## config.mk

```make
export PLATFORM = sky130hd
export DESIGN_NAME = fwm_ctrl
export DESIGN_NICKNAME = d
export VERILOG_FILES = /design/src/rtl/fwm_pkg.sv /design/src/rtl/fwm_ctrl.sv
export SDC_FILE = /design/constraint.sdc
export NUM_CORES = 1
export LEC_CHECK = 0
export ABC_AREA = 1
export ABC_CLOCK_PERIOD_IN_PS = 3600
export BUFFER_PORTS_ARGS = -buffer_cell sky130_fd_sc_hd__buf_2
export CAP_MARGIN = 20
export CORE_ASPECT_RATIO = 2
export CORE_UTILIZATION = 28
export CTS_CLUSTER_DIAMETER = 150
export CTS_CLUSTER_SIZE = 8
export DETAILED_ROUTE_END_ITERATION = 8
export MAX_ROUTING_LAYER = met4
export PLACE_DENSITY = 0.56
export SYNTH_ARGS = -nofsm -noshare
export SYNTH_HDL_FRONTEND = slang
export SYNTH_SLANG_ARGS = --single-unit
```

## constraint.sdc

```tcl
create_clock -name clk -period 3.6 [get_ports clk]
set_clock_uncertainty 0.15 [all_clocks]
set_input_delay 0.54 -clock clk [delete_from_list [all_inputs] [get_ports clk]]
set_output_delay 0.54 -clock clk [all_outputs]
set_load 0.05 [all_outputs]
```

## src/rtl/fwm_pkg.sv

```systemverilog
// fwm_pkg: shared constants, types and the alpha lookup table for the frame rate window meter
// no dependencies

package fwm_pkg;

  localparam int QUEUE_DEPTH         = 256;
  localparam int ALPHA_TABLE_ENTRIES = 256;

  localparam int PTR_W   = $clog2(QUEUE_DEPTH);
  localparam int COUNT_W = $clog2(QUEUE_DEPTH + 1);
  localparam int AIDX_W  = $clog2(ALPHA_TABLE_ENTRIES);
  localparam int DIV_W   = 48;
  localparam int DCNT_W  = $clog2(DIV_W + 1);

  localparam logic [23:0] WIN_RESET = 24'd1000000;
  localparam logic [DIV_W-1:0] US_PER_S = DIV_W'(1000000);
  localparam logic [DIV_W-1:0] ATE_MUL  = DIV_W'(ALPHA_TABLE_ENTRIES);

  // event kinds
  localparam logic [1:0] K_FRAME  = 2'd0;
  localparam logic [1:0] K_PAUSE  = 2'd1;
  localparam logic [1:0] K_RESUME = 2'd2;
  localparam logic [1:0] K_START  = 2'd3;

  typedef logic [15:0] alpha_tab_t [ALPHA_TABLE_ENTRIES];

  typedef struct packed {
    logic in_take;
    logic evt;
    logic full_drop;
    logic push;
    logic chk_drop;
    logic div_start;
    logic div_sel_idx;
    logic rate_cap;
    logic alpha_cap;
    logic mul;
    logic upd;
    logic out_load;
  } fwm_cmd_t;

  typedef struct packed {
    logic frame_go;
    logic full;
    logic drop_ok;
    logic total_zero;
    logic div_done;
    logic out_busy;
  } fwm_stat_t;

  // 1 - exp(-8*i/N) in Q0.16, exp as (4th order taylor of exp(-x/256))^256 in Q1.31
  function automatic alpha_tab_t alpha_table();
    alpha_tab_t t;
    logic [63:0] y, y2, y3, y4, e, a;
    for (int i = 0; i < ALPHA_TABLE_ENTRIES; i++) begin
      y  = (64'(i) << 26) / 64'(ALPHA_TABLE_ENTRIES);
      y2 = (y * y) >> 31;
      y3 = (y2 * y) >> 31;
      y4 = (y3 * y) >> 31;
      e  = (64'h8000_0000 - y + y2 / 64'd2 + y4 / 64'd24) - y3 / 64'd6;
      for (int k = 0; k < 8; k++) begin
        e = (e * e + 64'h4000_0000) >> 31;
      end
      if (e > 64'h8000_0000) e = 64'h8000_0000;
      a = ((64'h8000_0000 - e) + 64'h4000) >> 15;
      t[i] = (a > 64'hFFFF) ? 16'hFFFF : a[15:0];
    end
    return t;
  endfunction

  localparam alpha_tab_t ALPHA_TAB = alpha_table();

endpackage

```

## src/rtl/fwm_ctrl.sv

```systemverilog
// fwm_ctrl: sequencer for one event, drives datapath commands
// depends on fwm_pkg

module fwm_ctrl import fwm_pkg::*; (
  input  logic      clk,
  input  logic      rst_n,
  input  logic      in_valid,
  output logic      in_ready,
  input  fwm_stat_t st,
  output fwm_cmd_t  cmd
);

  typedef enum logic [10:0] {
    S_IDLE      = 11'b000_0000_0001,
    S_EVT       = 11'b000_0000_0010,
    S_FULL_DROP = 11'b000_0000_0100,
    S_PUSH      = 11'b000_0000_1000,
    S_CHK_RD    = 11'b000_0001_0000,
    S_CHK       = 11'b000_0010_0000,
    S_DIV_RATE  = 11'b000_0100_0000,
    S_DIV_IDX   = 11'b000_1000_0000,
    S_MUL       = 11'b001_0000_0000,
    S_UPD       = 11'b010_0000_0000,
    S_DONE      = 11'b100_0000_0000
  } state_t;

  state_t state_r, state_nxt;

  assign in_ready = (state_r == S_IDLE);

  always_comb begin
    state_nxt = state_r;
    cmd       = '0;
    case (state_r)
      S_IDLE: begin
        if (in_valid) begin
          cmd.in_take = 1'b1;
          state_nxt   = S_EVT;
        end
      end
      S_EVT: begin
        cmd.evt = 1'b1;
        if (st.frame_go) state_nxt = st.full ? S_FULL_DROP : S_PUSH;
        else             state_nxt = S_IDLE;
      end
      S_FULL_DROP: begin
        cmd.full_drop = 1'b1;
        state_nxt     = S_PUSH;
      end
      S_PUSH: begin
        cmd.push  = 1'b1;
        state_nxt = S_CHK_RD;
      end
      S_CHK_RD: state_nxt = S_CHK;
      S_CHK: begin
        if (st.drop_ok) begin
          cmd.chk_drop = 1'b1;
          state_nxt    = S_CHK_RD;
        end else if (st.total_zero) begin
          state_nxt = S_DONE;
        end else begin
          cmd.div_start = 1'b1;
          state_nxt     = S_DIV_RATE;
        end
      end
      S_DIV_RATE: begin
        if (st.div_done) begin
          cmd.rate_cap    = 1'b1;
          cmd.div_start   = 1'b1;
          cmd.div_sel_idx = 1'b1;
          state_nxt       = S_DIV_IDX;
        end
      end
      S_DIV_IDX: begin
        if (st.div_done) begin
          cmd.alpha_cap = 1'b1;
          state_nxt     = S_MUL;
        end
      end
      S_MUL: begin
        cmd.mul   = 1'b1;
        state_nxt = S_UPD;
      end
      S_UPD: begin
        cmd.upd   = 1'b1;
        state_nxt = S_DONE;
      end
      S_DONE: begin
        if (!st.out_busy) begin
          cmd.out_load = 1'b1;
          state_nxt    = S_IDLE;
        end
      end
      default: state_nxt = S_IDLE;
    endcase
  end

  always_ff @(posedge clk) begin
    if (!rst_n) state_r <= S_IDLE;
    else        state_r <= state_nxt;
  end

endmodule

```

==> results of run 1 <==
[cell families after synthesis]
| logic type | share of synthesized area [%] |
|---|---|
| simple gates | 54.1 |
| buf+inv | 14.0 |
| flops | 28.0 |
| compound gates | 3.97 |
[critical path, delay by kind of cell, from the launching register on]
family | cells | cell delay [ps]
buf+inv | 1 | 250
flops | 1 | 340
simple gates | 6 | 810
[layout by cell type, fill, tap and decap left out, drive strengths merged, types with 3 or more instances in the layout]
master and instances:
nor3 8, a21oi 3, dfxtp 11, nand3 6, buf 21, nand2 37
clkbuf 4, inv 26, nor2 25
[power by group through the flow]
stage               sequential (mW)  combinational (mW)  clock, mW
detailed placement            0.155               0.333          0
finish                        0.153               0.327      0.127
CTS                           0.153               0.334      0.128
global route                  0.154               0.362      0.133
global placement              0.154               0.326          0
floorplan                     0.153               0.270          0
[final timing paths]
| kind | from | end | cells after the start |
|---|---|---|---|
| worst max-delay path | state_r[1] | cmd[6] | 7 |
| worst min-delay path | state_r[7] | state_r[7] | 2 |
| worst max register to register | state_r[4] | state_r[5] | 10 |
| worst min register to register | state_r[7] | state_r[7] | 2 |
[cell type report]
cell class / count / area, µm² / area share (%)
Timing Repair Buffer: 21 / 105 / 10.9
Tap cell: 28 / 35.0 / 3.63
Inverter: 27 / 103 / 10.6
Multi-Input combinational cell: 83 / 457 / 47.3
Clock buffer: 4 / 45.0 / 4.67
Sequential cell: 11 / 220 / 22.8
[per-stage QoR]
stage | cell area [µm²] | worst slack, ps | util [%]
CTS | 965 | 1240 | 37.1
global placement | 920 | 1530 | 35.3
global route | 965 | 1110 | 37.1
floorplan | 787 | 922 | -
finish | 965 | 1250 | 37.1
detailed placement | 920 | 1520 | 35.3
[per-layer routing]
layer / track usage (%) / up-vias / wire length, µm
met4: 9.31 / 0 / 56
met2: 27.4 / 15 / 1140
met3: 1.73 / 5 / 50
li1: - / 411 / -
met5: - / - / 0
met1: 12.5 / 352 / 628
==> metrics.txt, run 1 <==
status complete, no violations; fraction of layout cells with a size suffix above 1 30.8%; fin. max-slew vios 0; Syn Area/Cell 6.45 µm²; io pins 22; setup bufs post-CTS 0; Total Wirelength 1.88 mm; Leakage 0.569 nW; yosys warns 0; final setup TNS 0 ps; crit path launch type flop; Finish-stage setup viols 0; Area Overhead vs Synth 22.6%; die height 77.0 µm; Post-synth EDFFs 0; dominant cell type by area after synthesis dfxtp_1; root buffer selected by CTS clkbuf_8; Clk Latency, worst-skew pair 240 ps; Int Power 313 µW; WHS 408 ps; power per cell area 629 nW/µm²; ys async rst share 0%; Clock Power Share 20.9%; largest register by flop count state_r; Antenna Nets Post-Route 0; max reg flops 11; vias in the first global route 765; total die area 3040 µm²; final cell count without fillers 174; flop and latch count out of synthesis 11; clock tree from TritonCTS built; cts hold-fix bufs 0; max cap viols 0; sequential share of power 25.2%; Critical Path RT 2910 ps; WL/cell 10.8 µm; most common cell in the netlist nand2_1; Final Power 607 µW; Clock Sinks 11; fin crit period 2350 ps; Seq/Total Area, Yosys 28.0%; slowest cell delay on critical path 340 ps; Worst slew margin 84.3%; fmax 426 MHz; Resize count post-CTS 0; RSZ-0062 raised after global routing false; clock buffer count from CTS 3; diodes inserted 0; Cell variety after synth 22; top cells by area, synth dfxtp_1 28%, nand2_1 14%, inv_1 10%; Final period util 65.2%; dominant synthesized flop cell dfxtp_1; initial antenna violation count 0; Reg clk slew, reported paths 50 ps; biggest regs state_r x11; Via Count 783; CP max stage cell dfxtp_1; RePlAce Congestion 0.839; Tightest Pin Transition 232 ps; Fill cells 304; 1st-iter DRT viols 6; Core ar. 2600 µm²; Comb power frac 53.9%; CP Max Fanout 6; Rows 26; drt pass-1 iters 2; synthesized instance count 122; Synth Cell Area 787 µm²; worst path arrival time 1660 ps; Cell Chain, Critical Path nor2_2, nand2_4, nor2_8, nand2_1, nor2_1, or2_1, buf_2; Worst Hold Class reg -> reg; Mapped Nets 131; Bufs on Longest Clock Path 2; Critical Path Sink Type primary output; total gr overflow 0; vias per cell 4.50; most frequent cells after synthesis 30 x nand2_1, 22 x inv_1, 19 x nor2_1; H-tree depth reported by CTS 1; Initial Util 30.2%; Reg2Reg Setup Slack 2030 ps; Die Width 39.5 µm; Worst VDD drop 0.000373 V; largest net degree at the start of global routing 8; first-pass GRT wire length 3.05 mm; Tot GR Track Use 15.0%; DRC viols 0; fin nets 156; HPWL Detailed 1.58 mm; Fin. Hold Viols 0; placed insts 170; area share of the largest cell type after synthesis 28.0%; P_sw 293 µW; Setup CP Type reg -> out; IO Port Bufs 21; Net Sw Frac 48.4%
Note: power is estimated with default switching activity, not from simulation.
==> inputs of run 2 (changes only) <==
--- a/config.mk
+++ b/config.mk
@@ -5,8 +5,8 @@
 export SDC_FILE = /design/constraint.sdc
 export NUM_CORES = 1
 export LEC_CHECK = 0
-export ABC_AREA = 1
-export ABC_CLOCK_PERIOD_IN_PS = 3600
+export ABC_AREA = 0
+export ABC_CLOCK_PERIOD_IN_PS = 2300
 export BUFFER_PORTS_ARGS = -buffer_cell sky130_fd_sc_hd__buf_2
 export CAP_MARGIN = 20
 export CORE_ASPECT_RATIO = 2
==> constraint.sdc (replaced) <==
create_clock -name clk -period 2.3 [get_ports clk]
set_clock_uncertainty 0.15 [all_clocks]
set_input_delay 0.345 -clock clk [delete_from_list [all_inputs] [get_ports clk]]
set_output_delay 0.345 -clock clk [all_outputs]
set_load 0.05 [all_outputs]
==> metrics.txt, run 2 <==
Total Wirelength 2.15 mm (was 1.88 mm); Finish-stage setup viols 2 (was 0); root buffer selected by CTS clkbuf_8 (unchanged); Tightest Pin Transition 304 ps (was 232 ps); Mapped Nets 103 (was 131); RePlAce Congestion 0.883 (was 0.839); Synth Cell Area 773 µm² (was 787 µm²); RSZ-0062 raised after global routing true (was false); worst path arrival time 1810 ps (was 1660 ps); Tot GR Track Use 16.4% (was 15.0%); Via Count 850 (was 783); Cell Chain, Critical Path nor4_4, and2_4, nand3_4, or3b_4, clkinvlp_4, buf_8 (was nor2_2, nand2_4, nor2_8, nand2_1, nor2_1, or2_1, buf_2); Rows 26 (unchanged); clock buffer count from CTS 3 (unchanged); io pins 22 (unchanged); H-tree depth reported by CTS 1 (unchanged); CP Buf/Inv Count 2 (was 1); fin. max-slew vios 0 (unchanged); Worst Hold Class in -> reg (was reg -> reg); Fin. Hold Viols 0 (unchanged); fin nets 139 (was 156); total gr overflow 0 (unchanged); Critical Path Sink Type primary output (unchanged); drt pass-1 iters 4 (was 2); initial antenna violation count 0 (unchanged); Worst slew margin 79.4% (was 84.3%); CP max stage cell or3b_4 (was dfxtp_1); total die area 2990 µm² (was 3040 µm²); final setup TNS -19.7 ps (was 0 ps); clock tree from TritonCTS built (unchanged); Seq/Total Area, Yosys 28.5% (was 28.0%); HPWL Detailed 1.73 mm (was 1.58 mm); WHS 199 ps (was 408 ps); Syn Area/Cell 8.23 µm² (was 6.45 µm²); Area Overhead vs Synth 48.5% (was 22.6%); area share of the largest cell type after synthesis 28.5% (was 28.0%); fmax 433 MHz; violated checks setup timing; Setup CP Type reg -> out (unchanged); Worst VDD drop 0.000303 V (was 0.000373 V); Fill cells 262 (was 304); leading cell type in the layout, fill and taps excluded buf_4 (was nand2_1); CP Max Fanout 6 (unchanged); Final period util 100%; Critical Path RT 1800 ps (was 2910 ps); Post-synth EDFFs 0 (unchanged); crit-path leading delay family simple AND/OR/NAND/NOR gates (unchanged); yosys warns 0 (unchanged); diodes inserted 0 (unchanged); largest net degree at the start of global routing 9 (was 8); Core ar. 2570 µm² (was 2600 µm²); fraction of layout cells with a size suffix above 1 45.0% (was 30.8%); dominant cell type by area after synthesis dfxtp_1 (unchanged); Clock Sinks 11 (unchanged); die height 76.3 µm (was 77.0 µm); DRC viols 0 (unchanged); Antenna Nets Post-Route 0 (unchanged); max reg flops 11 (unchanged); Clk Latency, worst-skew pair 240 ps (about the same); IO Port Bufs 21 (unchanged); synthesized instance count 94 (was 122); dominant synthesized flop cell dfxtp_1 (unchanged); Final WS setup -9.99 ps (was 1250 ps); Initial Util 30.1% (was 30.2%); status finished with violations (was complete, no violations); Die Width 39.2 µm (was 39.5 µm); vias per cell 5.41 (was 4.50); top cells by area, synth dfxtp_1 28%, nor2b_1 5.7%, nor2_1 5.3% (was dfxtp_1 28%, nand2_1 14%, inv_1 10%); crit path launch type flop (unchanged); WL/cell 13.7 µm (was 10.8 µm); Bufs on Longest Clock Path 2 (unchanged); first-pass GRT wire length 3.42 mm (was 3.05 mm); power per cell area 504 nW/µm² (was 629 nW/µm²); most frequent cells in the layout 18 x buf_4, 13 x buf_2, 10 x nor2_1 (was 30 x nand2_1, 22 x inv_1, 21 x buf_2); vias in the first global route 837 (was 765); largest register by flop count state_r (unchanged); fin crit period 2310 ps; max cap viols 0 (unchanged); ys async rst share 0% (unchanged); flop and latch count out of synthesis 11 (unchanged); Cell variety after synth 38 (was 22); slowest cell delay on critical path 410 ps (was 340 ps); biggest regs state_r x11 (unchanged); Leakage 0.479 nW (was 0.569 nW); most frequent cells after synthesis 11 x dfxtp_1, 11 x nor2_1, 7 x nor2b_1 (was 30 x nand2_1, 22 x inv_1, 19 x nor2_1); Reg clk slew, reported paths 50 ps (about the same); 1st-iter DRT viols 15 (was 6)
==> run 2: layer usage <==
metal / GRT usage, % / vias to the layer above / wire length, µm
li1: - / 409 / -
met1: 13.6 / 399 / 694
met2: 28.8 / 31 / 1260
met3: 2.33 / 11 / 78
met4: 12.4 / 0 / 119
met5: - / - / 0
==> run 2: cell type report <==
cell class              count  area, µm²  area share (%)
flip-flops and latches     11        223            19.4
multi-input cells          74        567            49.3
well taps                  28       35.0            3.05
inverters                   4       18.8            1.63
clock buffers               4       45.0            3.92
repair buffers             36        260            22.7
==> run 2: worst reg2reg max path, cell delays in order, from the launching register on <==
cell	delay, ps
dfxtp_1	360
nor4_4	280
buf_4	180
buf_4	110
buf_4	90
nand4_1	80
a21oi_1	290
or3b_1	330
nor2_1	90
==> run 2: power breakdown <==
group          switching (mW)  total (mW)  internal, mW
Combinational           0.109       0.178        0.0687
Sequential            0.00963       0.208         0.199
Clock                  0.0710       0.193         0.122
==> run 2: cell families after synthesis <==
| family | Yosys count | synth area share [%] |
|---|---|---|
| simple gates | 56 | 47.7 |
| compound gates | 14 | 11.5 |
| flops | 11 | 28.5 |
| buf+inv | 9 | 7.44 |
| mux | 1 | 1.29 |
| fa+ha+maj | 1 | 1.29 |
| xor+xnor | 2 | 2.27 |
==> run 2: final timing paths <==
path | start | end | slack (ps) | cells past startpoint
max | state_r[2] | cmd[5] | -10 | 6
min | st[4] | state_r[2] | 200 | 3
max reg2reg | state_r[5] | state_r[5] | 230 | 8
min reg2reg | state_r[4] | state_r[5] | 450 | 2
==> run 2: timing repair <==
action / 4_1_cts / 5_1_grt
setup endpoints to repair: 7 / 9
hold buffers: 0 / 0
pin swaps: 5 / 4
buffers inserted: 2 / 5
resized for setup: 17 / 7
gates cloned: 0 / 0
==> run 2: per-stage QoR <==
| stage | instances | power [mW] | worst slack, ps | area [µm²] | utilization, % |
|---|---|---|---|---|---|
| finish | 157 | 0.579 | -9.99 | 1150 | 44.7 |
| global route | 157 | 0.607 | -116 | 1150 | 44.7 |
| CTS | 152 | 0.575 | -34.5 | 1090 | 42.5 |
| detailed placement | 146 | 0.359 | 52.3 | 970 | 37.7 |
| global placement | 146 | 0.358 | 109 | 970 | 37.7 |
| floorplan | 94 | 0.323 | -138 | 812 | - |
==> inputs of run 3 (changes only) <==
--- a/config.mk
+++ b/config.mk
@@ -15,7 +15,8 @@
 export CTS_CLUSTER_SIZE = 8
 export DETAILED_ROUTE_END_ITERATION = 8
 export MAX_ROUTING_LAYER = met4
-export PLACE_DENSITY = 0.56
+export PLACE_DENSITY_LB_ADDON = 0.08
+export SETUP_SLACK_MARGIN = 0.2
 export SYNTH_ARGS = -nofsm -noshare
 export SYNTH_HDL_FRONTEND = slang
 export SYNTH_SLANG_ARGS = --single-unit
==> metrics.txt, run 3 (same netlist as run 2, synthesis figures left out) <==
fin crit period 2330 ps (was 2310 ps); slowest cell delay on critical path 420 ps (was 410 ps); first-pass GRT wire length 3.59 mm (was 3.42 mm); io pins 22 (unchanged); Antenna Nets Post-Route 0 (unchanged); H-tree depth reported by CTS 1 (unchanged); crit-path leading delay family simple AND/OR/NAND/NOR gates (unchanged); Worst Hold Class in -> reg (unchanged); fraction of layout cells with a size suffix above 1 51.9% (was 45.0%); Area Overhead vs Synth 58.7% (was 48.5%); crit path launch type flop (unchanged); placed insts 146 (unchanged); violated checks setup timing (unchanged); Final period util 101% (was 100%); max reg flops 11 (unchanged); diodes inserted 0 (unchanged); Worst slew margin 75.7% (was 79.4%); total die area 2990 µm² (unchanged); status finished with violations (unchanged); Clock Sinks 11 (unchanged); largest net degree at the start of global routing 10 (was 9); biggest regs state_r x11 (unchanged); Bufs on Longest Clock Path 2 (unchanged); Critical Path RT 1800 ps (about the same); CP Buf/Inv Count 2 (unchanged); power per cell area 505 nW/µm² (was 504 nW/µm²); Fin. Hold Viols 0 (unchanged); fin area 1230 µm² (was 1150 µm²); most frequent cells in the layout 14 x buf_4, 11 x buf_2, 10 x nor2_1 (was 18 x buf_4, 13 x buf_2, 10 x nor2_1); fmax 429 MHz (was 433 MHz); Tightest Pin Transition 359 ps (was 304 ps); register area 229 µm² (was 223 µm²); Fill cells 266 (was 262); worst path arrival time 1830 ps (was 1810 ps); Setup CP Type reg -> out (unchanged); CP max stage cell or3b_4 (unchanged); Rows 26 (unchanged); Tot GR Track Use 17.7% (was 16.4%); total gr overflow 0 (unchanged); cell area after placement 1010 µm² (was 970 µm²); clock tree from TritonCTS built (unchanged); hold path start st[4] (unchanged); Reg clk slew, reported paths 60 ps (was 50 ps); 1st-iter DRT viols 14 (was 15); Initial Util 30.1% (unchanged); Clk Latency, worst-skew pair 250 ps (was 240 ps); Final WS setup -28.6 ps (was -9.99 ps); WL/cell 14.0 µm (was 13.7 µm); critical path launch point state_r[1] (was state_r[2]); clock buffer count from CTS 3 (unchanged); root buffer selected by CTS clkbuf_8 (unchanged); Leakage 0.506 nW (was 0.479 nW); HPWL Detailed 1.74 mm (was 1.73 mm); die height 76.3 µm (unchanged); RSZ-0062 raised after global routing true (unchanged); Core ar. 2570 µm² (unchanged); fin. max-slew vios 0 (unchanged); Final Power 620 µW (was 579 µW); Worst VDD drop 0.000413 V (was 0.000303 V); Critical Path Sink Type primary output (unchanged); Via Count 797 (was 850); Total Wirelength 2.20 mm (was 2.15 mm); fin nets 139 (unchanged); RePlAce Congestion 0.829 (was 0.883); vias in the first global route 787 (was 837); cts hold-fix bufs 0 (unchanged); Multi-input gate area 599 µm² (was 567 µm²); final cell count without fillers 157 (unchanged); Die Width 39.2 µm (unchanged); CP Max Fanout 3 (was 6); Finish-stage setup viols 2 (unchanged); vias per cell 5.08 (was 5.41); leading cell type in the layout, fill and taps excluded buf_4 (unchanged); IO Port Bufs 21 (unchanged); max cap viols 0 (unchanged); initial antenna violation count 0 (unchanged); Cell Chain, Critical Path nor4_4, and2_4, nand3_4, or3b_4, clkinvlp_4, buf_8 (unchanged); fin util 47.8% (was 44.7%); Crit Reg-Reg Startpoint state_r[7] (was state_r[5]); drt pass-1 iters 4 (unchanged); final setup TNS -56.5 ps (was -19.7 ps); DRC viols 0 (unchanged); largest register by flop count state_r (unchanged)
==> run 3: cell count changes in the layout (fill, tap and decap cells not counted), moves of 2 or more <==
| cell | delta |
|---|---|
| buf_2 | -2 |
| buf_8 | +2 |
| nor2b_1 | -2 |
| buf_6 | +5 |
| buf_4 | -4 |
| nor2b_2 | +2 |
| dfxtp_4 | +2 |
==> run 3: metal layers <==
| layer | wire (µm) | up-vias | global-route usage (%) |
|---|---|---|---|
| met5 | 0 | - | - |
| met2 | 1290 | 20 | 31.0 |
| met3 | 68 | 5 | 1.75 |
| li1 | - | 404 | - |
| met1 | 783 | 368 | 17.6 |
| met4 | 57 | 0 | 9.31 |
==> run 3: worst paths after layout <==
check | end | slack [ps] | cells past startpoint
max | cmd[4] | -30 | 6
min | state_r[2] | 180 | 3
max reg2reg | state_r[3] | 370 | 7
min reg2reg | state_r[5] | 410 | 2
==> run 3: power by group <==
group	leakage, nW	internal (mW)	switching [mW]
clock	0.0255	0.120	0.0854
combinational	0.390	0.0869	0.115
sequential	0.0903	0.200	0.0124
==> run 3: area by class of cell <==
class                      count  area share [%]
clock buffer                   3            3.36
timing repair buffer          36            24.4
tap                           28            2.85
sequential                    11            18.7
multi-input combinational     74            48.8
clock inverter                 1           0.408
inverter                       4            1.53
==> run 3: what timing repair did <==
| item | in CTS | in global routing |
|---|---|---|
| endpoints found under the setup margin | 13 | 20 |
| resized for setup | 29 | 6 |
| pin swaps | 5 | 2 |
| buffers inserted | 6 | 1 |
==> run 3: per-stage QoR <==
| step | hold slack [ps] | setup slack, ps |
|---|---|---|
| finish | 185 | -28.6 |
| global route | 193 | -104 |
| CTS | 183 | -40.4 |
| floorplan | 285 | -121 |
| detailed placement | 401 | 115 |
| global placement | 396 | 145 |
==> run 3: worst register-to-register path: stages, from the launching register on <==
cell	delay, ps
dfxtp_1	540
nor4_4	70
buf_4	140
buf_4	130
nand4_1	110
a21oi_2	90
or3b_4	430
nor3_2	190
